File: src/hdl/assert_macros.svh
// ----------------------------------------------------------------------------
// Assertion macros
// Shared concurrent assertion forms for the TDS meter blocks.
// ----------------------------------------------------------------------------
`ifndef ASSERT_MACROS_SVH
`define ASSERT_MACROS_SVH
`ifndef SYNTHESIS
`define TDSM_ASSERT(lbl, clk, rst_n, prop) \
    lbl: assert property (@(posedge clk) disable iff (!rst_n) prop) \
        else $error("assertion failed");
`define TDSM_NEVER(lbl, clk, rst_n, cond) \
    lbl: assert property (@(posedge clk) disable iff (!rst_n) !(cond)) \
        else $error("forbidden condition seen");
`else
`define TDSM_ASSERT(lbl, clk, rst_n, prop)
`define TDSM_NEVER(lbl, clk, rst_n, cond)
`endif
`endif

File: src/hdl/tdsm_pkg.sv
// ----------------------------------------------------------------------------
// TDS meter package
// Types, constants and register codes shared by the TDS meter modules.
// ----------------------------------------------------------------------------
`default_nettype none
package tdsm_pkg;
    localparam int SAMPLES_DEF = 32;
    localparam int CODE_W      = 12;
    localparam int TEMP_W      = 12;
    localparam int TDS_W       = 20;
    localparam int CFG_IDX_W   = 2;
    localparam int CFG_DATA_W  = 16;
    localparam int DIV_BITS    = 20;
    localparam int K_W         = 5;

    localparam logic [15:0] SAMPLE_IV_RST  = 16'd40;
    localparam logic [15:0] COMPUTE_IV_RST = 16'd800;
    localparam logic [12:0] REF_MV_RST     = 13'd5000;
    localparam logic [12:0] FULL_SCALE_RST = 13'd1024;

    localparam logic [25:0] C3_Q16  = 26'd8743813;
    localparam logic [25:0] C2_Q16  = 26'd16768041;
    localparam logic [25:0] C1_Q16  = 26'd56189911;
    localparam logic [TDS_W-1:0] TDS_MAX = 20'hFFFFF;
    localparam logic signed [12:0] TEMP_OFFSET = 13'sd400;

    typedef enum logic [CFG_IDX_W-1:0] {
        REG_SAMPLE_IV  = 2'd0,
        REG_COMPUTE_IV = 2'd1,
        REG_REF_MV     = 2'd2,
        REG_FULL_SCALE = 2'd3
    } t_cfg_reg;

    typedef enum logic [3:0] {
        S_IDLE, S_SWEEP, S_DRAIN, S_MED, S_NUM, S_DEN, S_DIVI, S_DIV,
        S_V2, S_V3, S_T3, S_T2, S_T1, S_SUM, S_PUSH
    } t_state;

    typedef enum logic [2:0] {
        MUL_NUM, MUL_DEN, MUL_VV, MUL_V2V, MUL_C3, MUL_C2, MUL_C1
    } t_mul_sel;

    typedef struct packed {
        logic           tick;
        logic           cmp_en;
        logic           cmp_first;
        logic           cmp_last;
        logic           med_en;
        logic           mul_en;
        t_mul_sel       mul_sel;
        logic           div_init;
        logic           div_step;
        logic [K_W-1:0] div_bit;
        logic           sum_en;
        logic           load_out;
    } t_dp_cmd;

    typedef struct packed {
        logic compute_fire;
        logic sat;
        logic out_busy;
    } t_dp_stat;
endpackage
`default_nettype wire

File: src/hdl/tdsm_if.sv
// ----------------------------------------------------------------------------
// TDS meter channel interfaces
// Valid/ready channels for ticks, results and register writes.
// ----------------------------------------------------------------------------
`default_nettype none
interface tdsm_in_if import tdsm_pkg::*; ();
    logic                     valid;
    logic                     ready;
    logic [CODE_W-1:0]        adc_sample;
    logic signed [TEMP_W-1:0] water_temp;
    modport source(output valid, adc_sample, water_temp, input ready);
    modport sink(input valid, adc_sample, water_temp, output ready);
endinterface

interface tdsm_out_if import tdsm_pkg::*; ();
    logic              valid;
    logic              ready;
    logic [TDS_W-1:0]  tds_ppm_q4;
    logic [CODE_W-1:0] median_code;
    modport source(output valid, tds_ppm_q4, median_code, input ready);
    modport sink(input valid, tds_ppm_q4, median_code, output ready);
endinterface

interface tdsm_cfg_if import tdsm_pkg::*; ();
    logic                  valid;
    logic                  ready;
    logic [CFG_IDX_W-1:0]  index;
    logic [CFG_DATA_W-1:0] data;
    modport source(output valid, index, data, input ready);
    modport sink(input valid, index, data, output ready);
endinterface
`default_nettype wire

File: src/hdl/tds_median_compensated_meter_top.sv
// ----------------------------------------------------------------------------
// TDS median compensated meter
// Median-filtered, temperature-compensated dissolved solids measurement.
// ----------------------------------------------------------------------------
// A tick that does not fire the compute timer is taken in the idle state, and the
// meter stays idle. A tick that fires it starts a rank-counting median over the
// sample ring that compares every sample with every other, one compare per cycle,
// followed by a 20-step restoring divider and seven passes through one shared
// multiplier (on saturation the divider steps and the last five passes are
// skipped); no next tick is taken until the result is loaded. The result register
// lets that next tick in while the result still waits on the output channel.
// Register writes are taken in any cycle.
`default_nettype none
module tds_median_compensated_meter_top import tdsm_pkg::*; #(
    parameter int SAMPLES = SAMPLES_DEF
) (
    input  wire logic   i_clk,
    input  wire logic   i_rst_n,
    tdsm_in_if.sink     i_in,
    tdsm_cfg_if.sink    i_cfg,
    tdsm_out_if.source  o_out
);
    localparam int AW = (SAMPLES > 1) ? $clog2(SAMPLES) : 1;

    t_dp_cmd  cmd;
    t_dp_stat stat;
    logic [AW-1:0] addr_i, addr_j;
    logic in_ready;

    assign i_in.ready = in_ready;

    tdsm_ctrl #(.SAMPLES(SAMPLES), .AW(AW)) u_ctrl (
        .i_clk      (i_clk),
        .i_rst_n    (i_rst_n),
        .i_in_valid (i_in.valid),
        .o_in_ready (in_ready),
        .i_stat     (stat),
        .o_cmd      (cmd),
        .o_addr_i   (addr_i),
        .o_addr_j   (addr_j)
    );

    tdsm_dp #(.SAMPLES(SAMPLES), .AW(AW)) u_dp (
        .i_clk    (i_clk),
        .i_rst_n  (i_rst_n),
        .i_in     (i_in),
        .i_cfg    (i_cfg),
        .o_out    (o_out),
        .i_cmd    (cmd),
        .i_addr_i (addr_i),
        .i_addr_j (addr_j),
        .o_stat   (stat)
    );
endmodule
`default_nettype wire

File: src/hdl/tdsm_ctrl.sv
// ----------------------------------------------------------------------------
// TDS meter controller
// Sequences the median sweep, the division and the polynomial steps.
// ----------------------------------------------------------------------------
`default_nettype none
`include "assert_macros.svh"
module tdsm_ctrl import tdsm_pkg::*; #(
    parameter int SAMPLES = SAMPLES_DEF,
    parameter int AW = (SAMPLES > 1) ? $clog2(SAMPLES) : 1
) (
    input  wire logic          i_clk,
    input  wire logic          i_rst_n,
    input  wire logic          i_in_valid,
    output logic               o_in_ready,
    input  wire t_dp_stat      i_stat,
    output t_dp_cmd            o_cmd,
    output logic [AW-1:0]      o_addr_i,
    output logic [AW-1:0]      o_addr_j
);
    localparam logic [AW-1:0] LAST = AW'(SAMPLES - 1);

    t_state r_state, n_state;
    logic [AW-1:0] r_i, n_i, r_j, n_j;
    logic [K_W-1:0] r_k, n_k;
    logic r_pv, n_pv, r_pfirst, n_pfirst, r_plast, n_plast;

    always_ff @(posedge i_clk) begin
        if (!i_rst_n) begin
            r_state  <= S_IDLE;
            r_i      <= '0;
            r_j      <= '0;
            r_k      <= '0;
            r_pv     <= 1'b0;
            r_pfirst <= 1'b0;
            r_plast  <= 1'b0;
        end else begin
            r_state  <= n_state;
            r_i      <= n_i;
            r_j      <= n_j;
            r_k      <= n_k;
            r_pv     <= n_pv;
            r_pfirst <= n_pfirst;
            r_plast  <= n_plast;
        end
    end

    always_comb begin
        n_state    = r_state;
        n_i        = r_i;
        n_j        = r_j;
        n_k        = r_k;
        n_pv       = 1'b0;
        n_pfirst   = 1'b0;
        n_plast    = 1'b0;
        o_cmd      = '0;
        o_in_ready = 1'b0;
        o_addr_i   = r_i;
        o_addr_j   = r_j;
        o_cmd.cmp_en    = r_pv;
        o_cmd.cmp_first = r_pfirst;
        o_cmd.cmp_last  = r_plast;
        o_cmd.div_bit   = r_k;
        case (r_state)
            S_IDLE: begin
                o_in_ready = 1'b1;
                o_cmd.tick = i_in_valid;
                n_i = '0;
                n_j = '0;
                if (i_in_valid && i_stat.compute_fire) begin
                    n_state = S_SWEEP;
                end
            end
            S_SWEEP: begin
                n_pv     = 1'b1;
                n_pfirst = (r_j == '0);
                n_plast  = (r_j == LAST);
                if (r_j == LAST) begin
                    n_j = '0;
                    n_i = r_i + 1'b1;
                    if (r_i == LAST) begin
                        n_state = S_DRAIN;
                    end
                end else begin
                    n_j = r_j + 1'b1;
                end
            end
            S_DRAIN: begin
                n_state = S_MED;
            end
            S_MED: begin
                o_cmd.med_en = 1'b1;
                n_state = S_NUM;
            end
            S_NUM: begin
                o_cmd.mul_en  = 1'b1;
                o_cmd.mul_sel = MUL_NUM;
                n_state = S_DEN;
            end
            S_DEN: begin
                o_cmd.mul_en  = 1'b1;
                o_cmd.mul_sel = MUL_DEN;
                n_state = S_DIVI;
            end
            S_DIVI: begin
                o_cmd.div_init = 1'b1;
                n_k = K_W'(DIV_BITS - 1);
                n_state = S_DIV;
            end
            S_DIV: begin
                if (i_stat.sat) begin
                    n_state = S_PUSH;
                end else begin
                    o_cmd.div_step = 1'b1;
                    if (r_k == '0) begin
                        n_state = S_V2;
                    end else begin
                        n_k = r_k - 1'b1;
                    end
                end
            end
            S_V2: begin
                o_cmd.mul_en  = 1'b1;
                o_cmd.mul_sel = MUL_VV;
                n_state = S_V3;
            end
            S_V3: begin
                o_cmd.mul_en  = 1'b1;
                o_cmd.mul_sel = MUL_V2V;
                n_state = S_T3;
            end
            S_T3: begin
                o_cmd.mul_en  = 1'b1;
                o_cmd.mul_sel = MUL_C3;
                n_state = S_T2;
            end
            S_T2: begin
                o_cmd.mul_en  = 1'b1;
                o_cmd.mul_sel = MUL_C2;
                n_state = S_T1;
            end
            S_T1: begin
                o_cmd.mul_en  = 1'b1;
                o_cmd.mul_sel = MUL_C1;
                n_state = S_SUM;
            end
            S_SUM: begin
                o_cmd.sum_en = 1'b1;
                n_state = S_PUSH;
            end
            S_PUSH: begin
                if (!i_stat.out_busy) begin
                    o_cmd.load_out = 1'b1;
                    n_state = S_IDLE;
                end
            end
            default: begin
                n_state = S_IDLE;
            end
        endcase
    end

    `TDSM_ASSERT(a_fire_starts_sweep, i_clk, i_rst_n, (r_state == S_IDLE && i_in_valid && i_stat.compute_fire) |=> (r_state == S_SWEEP))
    `TDSM_ASSERT(a_push_returns_idle, i_clk, i_rst_n, (r_state == S_PUSH && !i_stat.out_busy) |=> (r_state == S_IDLE))
    `TDSM_NEVER(a_no_compare_in_idle, i_clk, i_rst_n, r_pv && r_state == S_IDLE)
endmodule
`default_nettype wire

File: src/hdl/tdsm_dp.sv
// ----------------------------------------------------------------------------
// TDS meter datapath
// Timers, sample ring, rank counting, divider, multiplier and result register.
// ----------------------------------------------------------------------------
`default_nettype none
`include "assert_macros.svh"
module tdsm_dp import tdsm_pkg::*; #(
    parameter int SAMPLES = SAMPLES_DEF,
    parameter int AW = (SAMPLES > 1) ? $clog2(SAMPLES) : 1
) (
    input  wire logic     i_clk,
    input  wire logic     i_rst_n,
    tdsm_in_if.sink       i_in,
    tdsm_cfg_if.sink      i_cfg,
    tdsm_out_if.source    o_out,
    input  wire t_dp_cmd  i_cmd,
    input  wire logic [AW-1:0] i_addr_i,
    input  wire logic [AW-1:0] i_addr_j,
    output t_dp_stat      o_stat
);
    localparam int CW = $clog2(SAMPLES + 1);
    localparam logic [AW-1:0] LAST = AW'(SAMPLES - 1);
    localparam logic [CW-1:0] K_LO = CW'((SAMPLES - 1) / 2);
    localparam logic [CW-1:0] K_HI = CW'(SAMPLES / 2);

    logic [15:0] r_sample_iv, r_compute_iv;
    logic [12:0] r_ref_mv, r_full_scale;
    logic [15:0] r_st, r_ct, st_inc, ct_inc;
    logic s_fire, c_fire;
    logic [AW-1:0] r_widx;
    logic [CODE_W-1:0] r_mem [SAMPLES];
    logic [SAMPLES-1:0] r_vld;
    logic signed [TEMP_W-1:0] r_temp;
    logic [CODE_W-1:0] r_cand, r_cmp, r_lo, r_hi, r_med;
    logic [CW-1:0] r_lt, r_eq, lt_n, eq_n;
    logic [27:0] mul_a;
    logic [25:0] mul_b;
    logic [53:0] prod;
    logic [42:0] r_num, r_rem;
    logic [27:0] r_den;
    logic [DIV_BITS-1:0] r_q;
    logic [23:0] r_v2;
    logic [27:0] r_v3;
    logic [53:0] r_t3, r_t2, r_t1;
    logic signed [55:0] r_sum;
    logic r_sat;
    logic signed [12:0] cden;
    logic cden_pos;
    logic [12:0] fs1;
    logic [15:0] fs5;
    logic [47:0] den_sh;
    logic r_out_valid;
    logic [TDS_W-1:0] r_out_tds;
    logic [CODE_W-1:0] r_out_med;
    logic [TDS_W-1:0] res;

    assign i_cfg.ready = 1'b1;

    always_ff @(posedge i_clk) begin
        if (!i_rst_n) begin
            r_sample_iv  <= SAMPLE_IV_RST;
            r_compute_iv <= COMPUTE_IV_RST;
            r_ref_mv     <= REF_MV_RST;
            r_full_scale <= FULL_SCALE_RST;
        end else if (i_cfg.valid) begin
            case (t_cfg_reg'(i_cfg.index))
                REG_SAMPLE_IV:  r_sample_iv  <= i_cfg.data;
                REG_COMPUTE_IV: r_compute_iv <= i_cfg.data;
                REG_REF_MV:     r_ref_mv     <= i_cfg.data[12:0];
                REG_FULL_SCALE: r_full_scale <= i_cfg.data[12:0];
                default: ;
            endcase
        end
    end

    assign st_inc = (r_st != 16'hFFFF) ? r_st + 16'd1 : r_st;
    assign ct_inc = (r_ct != 16'hFFFF) ? r_ct + 16'd1 : r_ct;
    assign s_fire = st_inc > r_sample_iv;
    assign c_fire = ct_inc > r_compute_iv;

    always_ff @(posedge i_clk) begin
        if (!i_rst_n) begin
            r_st   <= '0;
            r_ct   <= '0;
            r_widx <= '0;
            r_vld  <= '0;
        end else if (i_cmd.tick) begin
            r_st <= s_fire ? 16'd0 : st_inc;
            r_ct <= c_fire ? 16'd0 : ct_inc;
            if (s_fire) begin
                r_vld[r_widx] <= 1'b1;
                r_widx <= (r_widx == LAST) ? '0 : r_widx + 1'b1;
            end
        end
    end

    always_ff @(posedge i_clk) begin
        if (i_cmd.tick && s_fire) begin
            r_mem[r_widx] <= i_in.adc_sample;
        end
        if (i_cmd.tick) begin
            r_temp <= i_in.water_temp;
        end
        r_cand <= r_vld[i_addr_i] ? r_mem[i_addr_i] : '0;
        r_cmp  <= r_vld[i_addr_j] ? r_mem[i_addr_j] : '0;
    end

    assign lt_n = (i_cmd.cmp_first ? '0 : r_lt) + CW'(r_cmp < r_cand);
    assign eq_n = (i_cmd.cmp_first ? '0 : r_eq) + CW'(r_cmp == r_cand);

    always_ff @(posedge i_clk) begin
        if (i_cmd.cmp_en) begin
            r_lt <= lt_n;
            r_eq <= eq_n;
            if (i_cmd.cmp_last) begin
                if (K_LO >= lt_n && K_LO < lt_n + eq_n) begin
                    r_lo <= r_cand;
                end
                if (K_HI >= lt_n && K_HI < lt_n + eq_n) begin
                    r_hi <= r_cand;
                end
            end
        end
        if (i_cmd.med_en) begin
            r_med <= CODE_W'(({1'b0, r_lo} + {1'b0, r_hi}) >> 1);
        end
    end

    assign cden     = $signed({r_temp[TEMP_W-1], r_temp}) + TEMP_OFFSET;
    assign cden_pos = !cden[12] && (cden != '0);
    assign fs1      = (r_full_scale == '0) ? 13'd1 : r_full_scale;
    assign fs5      = {3'b0, fs1} + {1'b0, fs1, 2'b0};

    always_comb begin
        mul_a = '0;
        mul_b = '0;
        case (i_cmd.mul_sel)
            MUL_NUM: begin mul_a = 28'(r_med);  mul_b = 26'(r_ref_mv); end
            MUL_DEN: begin mul_a = 28'(fs5);    mul_b = 26'(cden[11:0]); end
            MUL_VV:  begin mul_a = 28'(r_q);    mul_b = 26'(r_q); end
            MUL_V2V: begin mul_a = 28'(r_v2);   mul_b = 26'(r_q); end
            MUL_C3:  begin mul_a = r_v3;        mul_b = C3_Q16; end
            MUL_C2:  begin mul_a = 28'(r_v2);   mul_b = C2_Q16; end
            MUL_C1:  begin mul_a = 28'(r_q);    mul_b = C1_Q16; end
            default: begin mul_a = '0;          mul_b = '0; end
        endcase
    end
    assign prod = mul_a * mul_b;

    assign den_sh = {20'b0, r_den} << i_cmd.div_bit;

    always_ff @(posedge i_clk) begin
        if (i_cmd.mul_en) begin
            case (i_cmd.mul_sel)
                MUL_NUM: r_num <= {prod[24:0], 18'b0};
                MUL_DEN: r_den <= prod[27:0];
                MUL_VV:  r_v2  <= prod[39:16];
                MUL_V2V: r_v3  <= prod[43:16];
                MUL_C3:  r_t3  <= prod;
                MUL_C2:  r_t2  <= prod;
                MUL_C1:  r_t1  <= prod;
                default: ;
            endcase
        end
        if (i_cmd.div_init) begin
            r_rem <= r_num;
            r_q   <= '0;
            r_sat <= !cden_pos || ({5'b0, r_num} >= {r_den, 20'b0});
        end else if (i_cmd.div_step) begin
            if ({5'b0, r_rem} >= den_sh) begin
                r_rem <= 43'({5'b0, r_rem} - den_sh);
                r_q[i_cmd.div_bit] <= 1'b1;
            end
        end
        if (i_cmd.sum_en) begin
            r_sum <= $signed({2'b0, r_t3}) - $signed({2'b0, r_t2})
                   + $signed({2'b0, r_t1});
        end
    end

    always_comb begin
        if (r_sat) begin
            res = TDS_MAX;
        end else if (r_sum[55]) begin
            res = '0;
        end else if (r_sum[54:49] != '0) begin
            res = TDS_MAX;
        end else begin
            res = r_sum[48:29];
        end
    end

    always_ff @(posedge i_clk) begin
        if (!i_rst_n) begin
            r_out_valid <= 1'b0;
        end else if (i_cmd.load_out) begin
            r_out_valid <= 1'b1;
        end else if (o_out.ready) begin
            r_out_valid <= 1'b0;
        end
    end

    always_ff @(posedge i_clk) begin
        if (i_cmd.load_out) begin
            r_out_tds <= res;
            r_out_med <= r_med;
        end
    end

    assign o_out.valid       = r_out_valid;
    assign o_out.tds_ppm_q4  = r_out_tds;
    assign o_out.median_code = r_out_med;

    assign o_stat.compute_fire = c_fire;
    assign o_stat.sat          = r_sat;
    assign o_stat.out_busy     = r_out_valid && !o_out.ready;

    `TDSM_ASSERT(a_out_from_load, i_clk, i_rst_n, $rose(r_out_valid) |-> $past(i_cmd.load_out))
    `TDSM_ASSERT(a_out_hold, i_clk, i_rst_n, (r_out_valid && !o_out.ready) |=> (r_out_valid && $stable(r_out_tds) && $stable(r_out_med)))
    `TDSM_NEVER(a_widx_range, i_clk, i_rst_n, r_widx > LAST)
endmodule
`default_nettype wire

File: src/flat_wrapper.sv
// flat-port wrapper written by rule: the top's interface ports become plain ports
module tds_median_compensated_meter_top_flat import tdsm_pkg::*;
#(
    parameter int SAMPLES = SAMPLES_DEF
)
  (i_clk, i_rst_n, i_in_valid, i_in_adc_sample, i_in_water_temp, i_in_ready, i_cfg_valid, i_cfg_index, i_cfg_data, i_cfg_ready, o_out_valid, o_out_tds_ppm_q4, o_out_median_code, o_out_ready);
  tdsm_in_if i_in_i ();
  tdsm_cfg_if i_cfg_i ();
  tdsm_out_if o_out_i ();
  input  wire logic i_clk;
  input  wire logic i_rst_n;
  input wire logic [$bits(i_in_i.valid)-1:0] i_in_valid;
  input wire logic [$bits(i_in_i.adc_sample)-1:0] i_in_adc_sample;
  input wire logic [$bits(i_in_i.water_temp)-1:0] i_in_water_temp;
  output wire logic [$bits(i_in_i.ready)-1:0] i_in_ready;
  input wire logic [$bits(i_cfg_i.valid)-1:0] i_cfg_valid;
  input wire logic [$bits(i_cfg_i.index)-1:0] i_cfg_index;
  input wire logic [$bits(i_cfg_i.data)-1:0] i_cfg_data;
  output wire logic [$bits(i_cfg_i.ready)-1:0] i_cfg_ready;
  output wire logic [$bits(o_out_i.valid)-1:0] o_out_valid;
  output wire logic [$bits(o_out_i.tds_ppm_q4)-1:0] o_out_tds_ppm_q4;
  output wire logic [$bits(o_out_i.median_code)-1:0] o_out_median_code;
  input wire logic [$bits(o_out_i.ready)-1:0] o_out_ready;
  assign i_in_i.valid = i_in_valid;
  assign i_in_i.adc_sample = i_in_adc_sample;
  assign i_in_i.water_temp = i_in_water_temp;
  assign i_in_ready = i_in_i.ready;
  assign i_cfg_i.valid = i_cfg_valid;
  assign i_cfg_i.index = i_cfg_index;
  assign i_cfg_i.data = i_cfg_data;
  assign i_cfg_ready = i_cfg_i.ready;
  assign o_out_valid = o_out_i.valid;
  assign o_out_tds_ppm_q4 = o_out_i.tds_ppm_q4;
  assign o_out_median_code = o_out_i.median_code;
  assign o_out_i.ready = o_out_ready;
  tds_median_compensated_meter_top #(.SAMPLES(SAMPLES)) u_core (.i_clk(i_clk), .i_rst_n(i_rst_n), .i_in(i_in_i), .i_cfg(i_cfg_i), .o_out(o_out_i));
endmodule
File: config.mk
export PLATFORM = sky130hd
export DESIGN_NAME = tds_median_compensated_meter_top_flat
export DESIGN_NICKNAME = d
export VERILOG_FILES = /design/src/hdl/tdsm_pkg.sv /design/src/hdl/tdsm_if.sv /design/src/hdl/tds_median_compensated_meter_top.sv /design/src/hdl/tdsm_ctrl.sv /design/src/hdl/tdsm_dp.sv /design/src/flat_wrapper.sv
export VERILOG_INCLUDE_DIRS = /design/src /design/src/hdl
export SDC_FILE = /design/constraint.sdc
export NUM_CORES = 2
export LEC_CHECK = 0
export BUFFER_PORTS_ARGS = -buffer_cell sky130_fd_sc_hd__buf_4
export CAP_MARGIN = 20
export CELL_PAD_IN_SITES_DETAIL_PLACEMENT = 0
export CELL_PAD_IN_SITES_GLOBAL_PLACEMENT = 1
export CORE_AREA = 2 2 549 551
export DETAILED_ROUTE_END_ITERATION = 10
export DIE_AREA = 0 0 551 553
export PLACE_DENSITY_LB_ADDON = 0.12
export SYNTH_ARGS = -nofsm -noshare
export SYNTH_HDL_FRONTEND = slang
export SYNTH_SLANG_ARGS = --single-unit
File: constraint.sdc
create_clock -name i_clk -period 23.1 [get_ports i_clk]
set_clock_uncertainty 0.1 [all_clocks]
set_input_delay 2.31 -clock i_clk [delete_from_list [all_inputs] [get_ports i_clk]]
set_output_delay 2.31 -clock i_clk [all_outputs]
set_load 0.05 [all_outputs]
==> results.py <==
metrics = {
    "logic_synthesis": {
        "synth-seq-cells": 1008,
        "avgSynthCellArea_um2": 11.2,
        "synthFlopType": "edfxtp_1",
        "syn_area_um2": 74500,
        "synth_edf_count": 814,
        "synth_cell_types": 92,
        "ys_warn_count": 0,
        "yosysSeqAreaShare_pct": 38.0,
        "synth-async-reset-ratio_pct": 0,
        "postSynthCellCount": 6679,
    },
    "clock_tree": {
        "cts-buffers-inserted": 136,
        "clockBufferDepth": 4,
        "post_cts_buffers": 0,
        "hold_buffers": 0,
        "tritoncts": "built",
        "cts_root_buffer": "clkbuf_16",
        "path_clk_slew_ns": 0.06,
        "htreeDepth": 4,
        "cts.sink_count": 1008,
        "clk_latency_ns": 0.83,
        "cts_resized": 0,
    },
    "worst_hold_path": {
        "min_from": "u_core.u_dp.r_compute_iv[12]",
        "min_delay_path_depth": 2,
        "whs_endpoint": "u_core.u_dp.r_compute_iv[12]",
        "hold_path.class": "flop to flop",
    },
    "die": {
        "fp.dieW_um": 551,
        "die_y_um": 553,
        "io_pins": 82,
        "start_util_pct": 24.9,
        "die_area_um2": 305000,
        "coreArea_um2": 299000,
        "core.rowCount": 201,
    },
    "routing": {
        "vias": 50000,
        "vias_per_cell": 4.60,
        "wl_um": 251000,
        "drt_pass1_iterations": 6,
        "routedWlPerCell_um": 23.1,
        "drtIter0Drc": 3178,
        "drc_errors": 0,
        "ant_nets": 0,
    },
    "grt": {
        "antenna_found_initial": 8,
        "grt-ovfl-total": 0,
        "grt_pass1_vias": 53000,
        "grt_max_degree": 73,
        "grt.total_usage_pct": 16.4,
        "grt_pass1_wl_um": 369000,
    },
    "critical_path": {
        "crit_fanout": 11,
        "critPathCaptureType": "flop",
        "cpPeakStageDelay_ns": 0.89,
        "rrSetupSlack_ns": 11.08,
        "timing.rr.end": "u_core.u_dp.r_t1[46]",
        "startpoint_type": "flop",
        "reg2regPathDepth": 40,
        "worstSetupPathType": "flop to flop",
        "worstPathArrival_ns": 12.43,
        "cpMostUsedCell": "fa_1",
        "worstReg2RegStart": "u_core.u_dp.r_full_scale[7]",
        "slowest_stage": "o21ai_1",
        "critPathRequiredTime_ns": 23.50,
    },
    "timing": {
        "final.setup.worst_slack_ns": 11.08,
        "tightest_slew_ns": 1.24,
        "post-route-period-util_pct": 52.1,
        "slew_headroom_pct": 17.2,
        "tns_ns": 0,
        "rsz0062_at_grt": "false",
        "fin_crit_ns": 12.02,
        "clock.fmax_mhz": 83.2,
        "setup_viol": 0,
        "drv_slew": 0,
        "hold_viol": 0,
    },
    "placement": {
        "gp_congestion": 0.798,
        "dp_worst_setup_slack_ns": 10.87,
        "io_buffers": 80,
        "dp_hpwl_um": 187000,
    },
    "power": {
        "pwr-share-clk_pct": 46.1,
        "peakVddDrop_mv": 0.0444,
        "p_seq_share_pct": 44.1,
        "p_sw_uw": 1150,
        "switching_share_pct": 25.2,
        "p_leak_uw": 0.0338,
        "power_density_nw_per_um2": 53.6,
        "pwr-share-comb_pct": 9.8,
        "internal_power_uw": 3410,
    },
    "job": {
        "max-cap-violations": 0,
    },
    "final_layout": {
        "layout_common_cells": "944 x inv_1, 814 x edfxtp_1, 667 x nand2_1",
        "area_delta_synth_final_pct": 14.0,
        "drive_gt1_share_pct": 11.9,
        "final_common_cell": "inv_1",
        "final_nets": 7925,
        "nFillCells": 31000,
    },
    "status": {
        "status": "complete, no violations",
    },
}
## synthesized netlist by cell type (15+ instances only)
master,number,area (µm²)
a211oi_1,18,135
a21o_1,119,893
a21oi_1,348,1740
a22oi_1,32,240
a31oi_1,43,269
and2_1,39,244
and3_1,34,213
buf_1,41,154
buf_2,15,75.1
clkbuf_1,246,923
dfxtp_1,194,3880
edfxtp_1,814,24400
fa_1,624,12500
ha_1,459,5740
inv_1,947,3550
mux2i_1,58,581
mux4_2,278,6260
nand2_1,667,2500
nand2b_1,51,319
nand3_1,94,470
nand4_1,50,313
nor2_1,565,2120
nor2b_1,58,363
nor3_1,58,290
nor4_1,23,144
o211ai_1,16,120
o21a_1,76,571
o21ai_0,177,886
o21bai_1,36,270
xnor2_1,149,1310
xor2_1,76,666
## final cells by class
class	instances	area (µm²)	share of cell area, %
Antenna cell	3	7.51	0.00884
Clock buffer	176	3750	4.42
Clock inverter	66	623	0.733
Inverter	951	3570	4.20
Multi-Input combinational cell	4485	42000	49.5
Sequential cell	1008	28400	33.4
Tap cell	3958	4950	5.83
Timing Repair Buffer	213	1660	1.95
## power by group through the flow
stage	registers (µW)	logic (µW)	clock network, µW
after floorplan	2050	277	0
after global placement	2050	446	0
after detailed placement	2050	444	0
after CTS	2010	452	2180
after global routing	2010	510	2240
final	2010	447	2100
## critical path: cells and delay by family (launching register included)
family          cells  cell delay (ns)
compound gates     13             3.64
xor+xnor            2             0.37
fa+ha+maj          10             4.62
buf+inv             7             0.44
flops               1             0.41
simple gates        8             2.09
## flip-flops by register name (all words and copies together), names as in the netlist, 25 cells and up
name               count
u_core.u_dp.r_num     25
u_core.u_dp.r_sum     27
u_core.u_dp.r_den     28
u_core.u_dp.r_mem    384
u_core.u_dp.r_t1      54
u_core.u_dp.r_v3      28
u_core.u_dp.r_t3      54
u_core.u_dp.r_rem     43
u_core.u_dp.r_vld     32
u_core.u_dp.r_t2      54
## stage by stage
step | hold WS, ns | util [%] | cells | total power, µW | instance area (µm²)
6_report | 0.357 | 28.4 | 10900 | 4560 | 85000
5_1_grt | 0.377 | 28.4 | 10900 | 4760 | 85000
4_1_cts | 0.359 | 28.4 | 10900 | 4650 | 84900
3_5_place_dp | 0.351 | 27.0 | 10600 | 2490 | 80500
3_3_place_gp | 0.345 | 26.9 | 10600 | 2490 | 80400
2_1_floorplan | 0.321 | - | 6747 | 2320 | 74800
## logic make-up (layout without fill, tap and decap cells)
| family | count (synthesis) | after routing | share of synthesized area, % |
|---|---|---|---|
| multiplexers | 351 | 351 | 9.41 |
| AO/OA/AOI/OAI | 1024 | 1024 | 8.75 |
| flip-flops | 1008 | 1008 | 38.0 |
| XOR/XNOR | 225 | 225 | 2.64 |
| buffers and inverters | 1254 | 1406 | 6.35 |
| AND/OR/NAND/NOR | 1728 | 1728 | 10.3 |
| adder cells (fa/ha/maj) | 1087 | 1087 | 24.5 |
| other | 2 | 73 | 0.0101 |
## metal layers
layer,share of wire [%],global-route usage [%]
met4,2.1,3.56
met2,48,27.9
met3,3.4,1.85
met5,0.018,0
met1,46,22.3
## how the worst max path moves through the flow
stage                                 from                    to  slack, ns  depth (start not counted)
2_1_floorplan     u_core.u_ctrl.r_state[3]  u_core.u_dp.r_t1[51]      12.66                         31
6_report       u_core.u_dp.r_full_scale[7]  u_core.u_dp.r_t1[46]      11.08                         40
3_3_place_gp   u_core.u_dp.r_full_scale[7]  u_core.u_dp.r_t1[46]      10.71                         40
4_1_cts        u_core.u_dp.r_full_scale[7]  u_core.u_dp.r_t1[46]      10.79                         40
5_1_grt           u_core.u_ctrl.r_state[3]  u_core.u_dp.r_t3[51]      10.31                         32
3_5_place_dp   u_core.u_dp.r_full_scale[7]  u_core.u_dp.r_t1[46]      10.87                         40
No activity file was read; power rests on OpenSTA's default activity.
